`src/i2a_pkg.sv`:
```
// Shared types, format codes and character constants for the integer to ASCII converter.
package i2a_pkg;

  localparam int MAG_W     = 32;
  localparam int DIGITS    = 10;
  localparam int BCD_W     = 4 * DIGITS;
  localparam int DD_STAGES = 4;
  localparam int DD_STEPS  = MAG_W / DD_STAGES;
  localparam int IDX_W     = 4;

  localparam logic [3:0] FUNC_U32_DEC = 4'd0;
  localparam logic [3:0] FUNC_S32_DEC = 4'd1;
  localparam logic [3:0] FUNC_U16_DEC = 4'd2;
  localparam logic [3:0] FUNC_S16_DEC = 4'd3;
  localparam logic [3:0] FUNC_U8_DEC  = 4'd4;
  localparam logic [3:0] FUNC_S8_DEC  = 4'd5;
  localparam logic [3:0] FUNC_U32_HEX = 4'd6;
  localparam logic [3:0] FUNC_U16_HEX = 4'd7;
  localparam logic [3:0] FUNC_U8_HEX  = 4'd8;

  localparam logic [6:0] CH_MINUS = 7'h2D;
  localparam logic [6:0] CH_ZERO  = 7'h30;
  localparam logic [6:0] CH_A     = 7'h41;

  typedef struct packed {
    logic               hex;
    logic               neg;
    logic [IDX_W-1:0]   top;
    logic [MAG_W-1:0]   mag;
    logic [BCD_W-1:0]   bcd;
  } item_t;

  function automatic logic [6:0] digit_char(input logic [3:0] nib, input logic hex);
    logic [6:0] ch;
    if (hex && (nib >= 4'd10)) begin
      ch = CH_A + {3'b000, nib} - 7'd10;
    end else begin
      ch = CH_ZERO + {3'b000, nib};
    end
    return ch;
  endfunction

endpackage

```
`src/i2a_decode.sv`:
```
// Entry stage: decode the format, mask the value and form the magnitude and sign.
module i2a_decode (
  input  logic              clk,
  input  logic              rst_n,
  input  logic              en,
  input  logic              accept,
  input  logic [3:0]        func,
  input  logic [31:0]       value,
  output logic              vld_r,
  output i2a_pkg::item_t    item_r
);

  logic                      ok;
  logic                      is_hex;
  logic                      is_signed;
  logic [1:0]                wsel;
  logic [i2a_pkg::IDX_W-1:0] hex_top;
  logic [31:0]               x;
  logic                      sign;
  logic                      neg;
  i2a_pkg::item_t            item_nxt;

  always_comb begin
    ok        = 1'b1;
    is_hex    = 1'b0;
    is_signed = 1'b0;
    wsel      = 2'd2;
    hex_top   = '0;
    unique case (func)
      i2a_pkg::FUNC_U32_DEC: wsel = 2'd2;
      i2a_pkg::FUNC_S32_DEC: begin wsel = 2'd2; is_signed = 1'b1; end
      i2a_pkg::FUNC_U16_DEC: wsel = 2'd1;
      i2a_pkg::FUNC_S16_DEC: begin wsel = 2'd1; is_signed = 1'b1; end
      i2a_pkg::FUNC_U8_DEC:  wsel = 2'd0;
      i2a_pkg::FUNC_S8_DEC:  begin wsel = 2'd0; is_signed = 1'b1; end
      i2a_pkg::FUNC_U32_HEX: begin wsel = 2'd2; is_hex = 1'b1; hex_top = 4'd7; end
      i2a_pkg::FUNC_U16_HEX: begin wsel = 2'd1; is_hex = 1'b1; hex_top = 4'd3; end
      i2a_pkg::FUNC_U8_HEX:  begin wsel = 2'd0; is_hex = 1'b1; hex_top = 4'd1; end
      default:               ok = 1'b0;
    endcase
  end

  always_comb begin
    unique case (wsel)
      2'd0: begin x = {24'd0, value[7:0]};  sign = value[7];  end
      2'd1: begin x = {16'd0, value[15:0]}; sign = value[15]; end
      default: begin x = value;             sign = value[31]; end
    endcase
    neg = is_signed && sign && !is_hex;

    item_nxt.hex = is_hex;
    item_nxt.neg = neg;
    item_nxt.top = hex_top;
    if (is_hex) begin
      // hex digits go straight into the digit field; dabble stages pass them through
      item_nxt.mag = '0;
      item_nxt.bcd = {8'd0, x};
    end else begin
      item_nxt.bcd = '0;
      unique case (wsel)
        2'd0:    item_nxt.mag = neg ? {24'd0, 8'(~x[7:0] + 8'd1)}   : x;
        2'd1:    item_nxt.mag = neg ? {16'd0, 16'(~x[15:0] + 16'd1)} : x;
        default: item_nxt.mag = neg ? (~x + 32'd1) : x;
      endcase
    end
  end

  always_ff @(posedge clk) begin
    if (!rst_n) begin
      vld_r <= 1'b0;
    end else if (en) begin
      vld_r <= accept && ok;
    end
  end

  always_ff @(posedge clk) begin
    if (en) begin
      item_r <= item_nxt;
    end
  end

endmodule

```
`src/i2a_dabble.sv`:
```
// One double dabble pipeline stage: a fixed slice of shift-and-add-3 steps.
module i2a_dabble (
  input  logic              clk,
  input  logic              rst_n,
  input  logic              en,
  input  logic              in_vld,
  input  i2a_pkg::item_t    in_item,
  output logic              vld_r,
  output i2a_pkg::item_t    item_r
);

  i2a_pkg::item_t item_nxt;

  always_comb begin
    logic [i2a_pkg::BCD_W-1:0] bcd;
    logic [i2a_pkg::MAG_W-1:0] mag;
    bcd = in_item.bcd;
    mag = in_item.mag;
    item_nxt = in_item;
    if (!in_item.hex) begin
      for (int s = 0; s < i2a_pkg::DD_STEPS; s++) begin
        for (int d = 0; d < i2a_pkg::DIGITS; d++) begin
          if (bcd[4*d +: 4] >= 4'd5) begin
            bcd[4*d +: 4] = bcd[4*d +: 4] + 4'd3;
          end
        end
        bcd = {bcd[i2a_pkg::BCD_W-2:0], mag[i2a_pkg::MAG_W-1]};
        mag = {mag[i2a_pkg::MAG_W-2:0], 1'b0};
      end
      item_nxt.bcd = bcd;
      item_nxt.mag = mag;
    end
  end

  always_ff @(posedge clk) begin
    if (!rst_n) begin
      vld_r <= 1'b0;
    end else if (en) begin
      vld_r <= in_vld;
    end
  end

  always_ff @(posedge clk) begin
    if (en) begin
      item_r <= item_nxt;
    end
  end

endmodule

```
`src/i2a_serial.sv`:
```
// Character serializer: sign, leading zero suppression and one character per cycle out.
module i2a_serial (
  input  logic              clk,
  input  logic              rst_n,
  input  logic              in_vld,
  input  i2a_pkg::item_t    in_item,
  output logic              free,
  output logic              out_valid,
  output logic [6:0]        out_char_code,
  output logic              out_last_char
);

  logic                      ser_vld_r;
  logic                      neg_r;
  logic                      hex_r;
  logic [i2a_pkg::IDX_W-1:0] idx_r;
  logic [i2a_pkg::BCD_W-1:0] bcd_r;
  logic                      out_valid_r;
  logic [6:0]                out_char_r;
  logic                      out_last_r;

  logic [i2a_pkg::IDX_W-1:0] top_dec;
  logic [i2a_pkg::IDX_W-1:0] start_idx;
  logic [i2a_pkg::BCD_W-1:0] bcd_sh;
  logic [3:0]                cur_nib;
  logic                      emit_last;

  // highest nonzero decimal digit; zero prints a single digit
  always_comb begin
    top_dec = '0;
    for (int d = 0; d < i2a_pkg::DIGITS; d++) begin
      if (in_item.bcd[4*d +: 4] != 4'd0) begin
        top_dec = i2a_pkg::IDX_W'(d);
      end
    end
    start_idx = in_item.hex ? in_item.top : top_dec;
  end

  assign bcd_sh    = bcd_r >> {idx_r, 2'b00};
  assign cur_nib   = bcd_sh[3:0];
  assign emit_last = ser_vld_r && !neg_r && (idx_r == '0);
  assign free      = !ser_vld_r || emit_last;

  always_ff @(posedge clk) begin
    if (!rst_n) begin
      ser_vld_r   <= 1'b0;
      out_valid_r <= 1'b0;
    end else begin
      out_valid_r <= ser_vld_r;
      if (free) begin
        ser_vld_r <= in_vld;
      end
    end
  end

  always_ff @(posedge clk) begin
    out_char_r <= neg_r ? i2a_pkg::CH_MINUS : i2a_pkg::digit_char(cur_nib, hex_r);
    out_last_r <= emit_last;
    if (free) begin
      neg_r <= in_item.neg;
      hex_r <= in_item.hex;
      idx_r <= start_idx;
      bcd_r <= in_item.bcd;
    end else if (neg_r) begin
      neg_r <= 1'b0;
    end else begin
      idx_r <= idx_r - i2a_pkg::IDX_W'(1);
    end
  end

  assign out_valid     = out_valid_r;
  assign out_char_code = out_char_r;
  assign out_last_char = out_last_r;

endmodule

```
`src/integer_to_ascii_converter.sv`:
```
// Top level of the integer to ASCII converter: pipeline wiring, flow control and checks.
//
// Usage:
//   Input: drive in_func and in_value and raise start; the transaction is taken at a
//   rising edge where start is high and busy is low. Format codes 9 to 15 are taken
//   and dropped without output.
//   Output: each character appears for exactly one cycle with out_valid high;
//   out_last_char marks the final character of a number. The receiver cannot stall,
//   so the block never holds a character back once it is shown.
//   Pipeline: one decode stage, four double dabble stages of eight shift-and-add-3
//   steps each, then a serializer and an output register.
//   Flow: a number is sent as its characters, 1 to 11 of them, through the
//   single-character output port; the serializer loads the next number
//   in the cycle its last character is sent, so runs follow with no gap. A new
//   transaction may be taken every cycle while stages are empty; busy rises only
//   when every stage holds a number waiting on the serializer.
//   Reset: synchronous, active low; clears all valid bits, drops numbers in flight.
module integer_to_ascii_converter (
  input  logic        clk,
  input  logic        rst_n,
  input  logic        start,
  output logic        busy,
  input  logic [3:0]  in_func,
  input  logic [31:0] in_value,
  output logic        out_valid,
  output logic [6:0]  out_char_code,
  output logic        out_last_char
);

  localparam int NS = i2a_pkg::DD_STAGES;

  logic [NS:0]    vld;
  logic [NS:0]    en;
  i2a_pkg::item_t item [NS+1];
  logic           ser_free;
  logic           accept;

  // each stage advances when it is empty or its successor advances
  always_comb begin
    en[NS] = !vld[NS] || ser_free;
    for (int k = NS - 1; k >= 0; k--) begin
      en[k] = !vld[k] || en[k+1];
    end
  end

  assign busy   = !en[0];
  assign accept = start && en[0];

  i2a_decode u_decode (
    .clk    (clk),
    .rst_n  (rst_n),
    .en     (en[0]),
    .accept (accept),
    .func   (in_func),
    .value  (in_value),
    .vld_r  (vld[0]),
    .item_r (item[0])
  );

  // shift-and-add-3 slices; hex numbers pass through untouched
  for (genvar g = 0; g < NS; g++) begin : g_dd
    i2a_dabble u_dabble (
      .clk     (clk),
      .rst_n   (rst_n),
      .en      (en[g+1]),
      .in_vld  (vld[g]),
      .in_item (item[g]),
      .vld_r   (vld[g+1]),
      .item_r  (item[g+1])
    );
  end

  i2a_serial u_serial (
    .clk           (clk),
    .rst_n         (rst_n),
    .in_vld        (vld[NS]),
    .in_item       (item[NS]),
    .free          (ser_free),
    .out_valid     (out_valid),
    .out_char_code (out_char_code),
    .out_last_char (out_last_char)
  );

  // the last-character flag only travels with a shown character
  a_last_needs_valid: assert property (@(posedge clk) disable iff (!rst_n)
    out_last_char |-> out_valid)
    else $error("last character flag without valid");

  // a run of characters is never broken before its last character
  a_run_unbroken: assert property (@(posedge clk) disable iff (!rst_n)
    (out_valid && !out_last_char) |=> out_valid)
    else $error("character run broken");

  // busy only while the serializer is mid-run, so a non-final character follows
  a_busy_mid_run: assert property (@(posedge clk) disable iff (!rst_n)
    busy |=> (out_valid && !out_last_char))
    else $error("busy without a run in progress");

endmodule

```
`config.mk`:
```
export PLATFORM = sky130hd
export DESIGN_NAME = integer_to_ascii_converter
export DESIGN_NICKNAME = d
export VERILOG_FILES = /design/src/i2a_pkg.sv /design/src/i2a_decode.sv /design/src/i2a_dabble.sv /design/src/i2a_serial.sv /design/src/integer_to_ascii_converter.sv
export SDC_FILE = /design/constraint.sdc
export NUM_CORES = 2
export LEC_CHECK = 0
export ABC_AREA = 1
export BUFFER_PORTS_ARGS = -buffer_cell sky130_fd_sc_hd__buf_2
export CAP_MARGIN = 0
export CORE_MARGIN = 10
export CORE_UTILIZATION = 42
export CTS_CLUSTER_DIAMETER = 80
export CTS_CLUSTER_SIZE = 10
export DETAILED_ROUTE_END_ITERATION = 10
export SYNTH_ARGS = -nofsm -noshare
export SYNTH_HDL_FRONTEND = slang
export SYNTH_HIERARCHICAL = 1
export SYNTH_SLANG_ARGS = --single-unit
```
`constraint.sdc`:
```
create_clock -name clk -period 8.3 [get_ports clk]
set_input_delay 1.66 -clock clk [delete_from_list [all_inputs] [get_ports clk]]
set_output_delay 1.66 -clock clk [all_outputs]
set_load 0.005 [all_outputs]
```
==> impl_metrics.env <==
export IMPL_grt_max_degree=88
export IMPL_gp_congestion=0.8763
export IMPL_multi_input_area_um2=33250
export IMPL_dr_pass1_iters=6
export IMPL_ioPinCount=49
export IMPL_htreeDepth=2
export IMPL_path_clk_slew_ns=0.06
export IMPL_setup_slack_ns=1.556
export IMPL_crit_path_frequent_cell="nand2_1"
export IMPL_start_util_pct=42.27
export IMPL_cts_root_buf="clkbuf_16"
export IMPL_critical_path_top_delay_family="simple AND/OR/NAND/NOR gates"
export IMPL_grtUsageTotal_pct=17.20
export IMPL_register_area_um2=10710
export IMPL_fin_skew_ns=0.04383
export IMPL_cts_setup_buffers=0
export IMPL_antenna_found_initial=0
export IMPL_clockBufferDepth=3
export IMPL_drc=0
export IMPL_cpPeakStageDelay_ns=0.44
export IMPL_routed_wl_mm=115.5
export IMPL_portBuffers=48
export IMPL_drive_gt1_share_pct=14.62
export IMPL_finalCritPeriodShare_pct=81.26
export IMPL_cp_start_kind="flip-flop"
export IMPL_routedWlPerCell_um=12.49
export IMPL_setup_violations=0
export IMPL_die_h_um=362.0
export IMPL_antennaDiodeCount=0
export IMPL_die_area_um2=131000
export IMPL_crit_slowest_cell="edfxtp_1"
export IMPL_period_needed_ns=6.744
export IMPL_ctsResizeCount=0
export IMPL_n_fill_cell=12008
export IMPL_r2r_start="g_dd[2].u_dabble/item_r[32]$_DFFE_PP_"
export IMPL_required_ns=8.63
export IMPL_fin_setup_tns_ns=0
export IMPL_rsz0062_at_grt="no"
export IMPL_vias=46798
export IMPL_grtUsageMet3_pct=1.376
export IMPL_path_class="flip-flop to flip-flop"
export IMPL_holdBufCountCts=0
export IMPL_crit_start="g_dd[2].u_dabble/item_r[32]$_DFFE_PP_"
export IMPL_grt_most_used_layer="met2"
export IMPL_arrival_ns=7.07
export IMPL_detail_route_iter0_violations=2439
export IMPL_grt_pass1_vias=42947
export IMPL_layout_nets=8040
export IMPL_insertion_delay_ns=0.61
export IMPL_fp_row_count=125
export IMPL_avgViaCountPerCell=5.060
export IMPL_synth_area_per_cell_um2=6.418
export IMPL_cap_violations=0
export IMPL_max_freq_mhz=148.3
export IMPL_hold_path_class="flip-flop to flip-flop"
export IMPL_tritoncts="yes"
export IMPL_area_delta_synth_final_pct=6.332
export IMPL_hp_start="g_dd[0].u_dabble/item_r[75]$_DFFE_PP_"
export IMPL_hpwl_mm=95.26
export IMPL_maxSlewViolCount=0
export IMPL_status="complete, no violations"
export IMPL_grt_pass1_wl_mm=196.7
export IMPL_critPathCaptureType="flip-flop"
export IMPL_use_met2_pct=30.92
export IMPL_overflow=0
export IMPL_core_area_um2=116200
export IMPL_path_buf_inv=13
export IMPL_cts_buffers=46
export IMPL_hold_violations=0
export IMPL_ys_warn_count=6
export IMPL_pre_cts_ws_ns=1.588
export IMPL_synthesis_instances=7654
export IMPL_synth_area_um2=49120
export IMPL_die_x_um=362.0
export IMPL_slew_headroom_pct=34.13
export IMPL_drtAntennaViolNets=0
export IMPL_tightestPinTransition_ns=0.9880
export IMPL_path_max_fanout=5
export IMPL_numClockSinks=362
export IMPL_use_met1_pct=22.35
## cell type report
type,instances,share of cell area [%]
clock buffer,62,2.357
tap,1524,3.651
multi-input combinational,6000,63.66
inverter,1221,8.779
timing repair buffer,65,0.7043
clock inverter,14,0.3402
sequential,362,20.51
## metrics by stage
| step | area (µm²) | util (%) | hold WS (ns) | instances |
|---|---|---|---|---|
| global route | 52230 | 44.95 | 0.4324 | 9248 |
| global placement | 50820 | 43.74 | 0.4046 | 9172 |
| floorplan | 49150 | - | 0.4003 | 7662 |
| finish | 52230 | 44.95 | 0.4137 | 9248 |
| CTS | 52230 | 44.95 | 0.4178 | 9248 |
| detailed placement | 50820 | 43.74 | 0.4110 | 9172 |
## routing by layer
| metal | share of wire (%) | vias to the layer above |
|---|---|---|
| met5 | 0 | - |
| met4 | 1.8 | 0 |
| met3 | 2.7 | 114 |
| met2 | 47 | 491 |
| met1 | 48 | 20937 |
| li1 | - | 25256 |
## cell usage in the layout (no fill, tap or decap), drive strengths merged, types with 2 or more instances in the layout
| cell | instances |
|---|---|
| a21o | 96 |
| a21oi | 97 |
| a22oi | 2 |
| a31o | 32 |
| a31oi | 7 |
| and2 | 136 |
| buf | 65 |
| bufinv | 2 |
| clkbuf | 62 |
| clkinv | 10 |
| clkinvlp | 2 |
| conb | 9 |
| dfxtp | 16 |
| edfxtp | 346 |
| ha | 305 |
| inv | 1221 |
| nand2 | 3101 |
| nand3 | 1106 |
| nand3b | 45 |
| nand4 | 372 |
| nor2 | 206 |
| nor3 | 28 |
| nor3b | 4 |
| o211ai | 39 |
| o21ai | 282 |
| o21bai | 25 |
| o22ai | 49 |
| o31ai | 2 |
| or2 | 4 |
| xnor2 | 15 |
| xor2 | 35 |
## flip-flops by register name, indices dropped and copies added, names as in the netlist
name,cells
u_serial/out_last_char,1
g_dd.u_dabble/vld_r,4
u_serial/bcd_r,40
u_serial/out_valid,1
u_decode/vld_r,1
u_decode/item_r,69
g_dd.u_dabble/item_r,232
u_serial/neg_r,1
u_serial/hex_r,1
u_serial/ser_vld_r,1
u_serial/out_char_code,7
u_serial/idx_r,4
## final timing paths
kind / endpoint / slack [ns] / cells after the start
max: g_dd[3].u_dabble/item_r[38]$_DFFE_PP_ / 1.56 / 60
min: g_dd[1].u_dabble/item_r[75]$_DFFE_PP_ / 0.41 / 0
max reg2reg: g_dd[3].u_dabble/item_r[38]$_DFFE_PP_ / 1.56 / 60
min reg2reg: g_dd[1].u_dabble/item_r[75]$_DFFE_PP_ / 0.41 / 0
## worst register-to-register path: cells and delay by family (launching register included)
family                     cells  cell delay, ns
and+or+nand+nor               39            3.75
buffers and inverters         13            0.83
DFF                            1            0.44
adders and majority gates      8            1.45
Power is left out: the tool's default activity adds up to more than one toggle a clock period on the data nets, which glitch-free logic cannot reach.
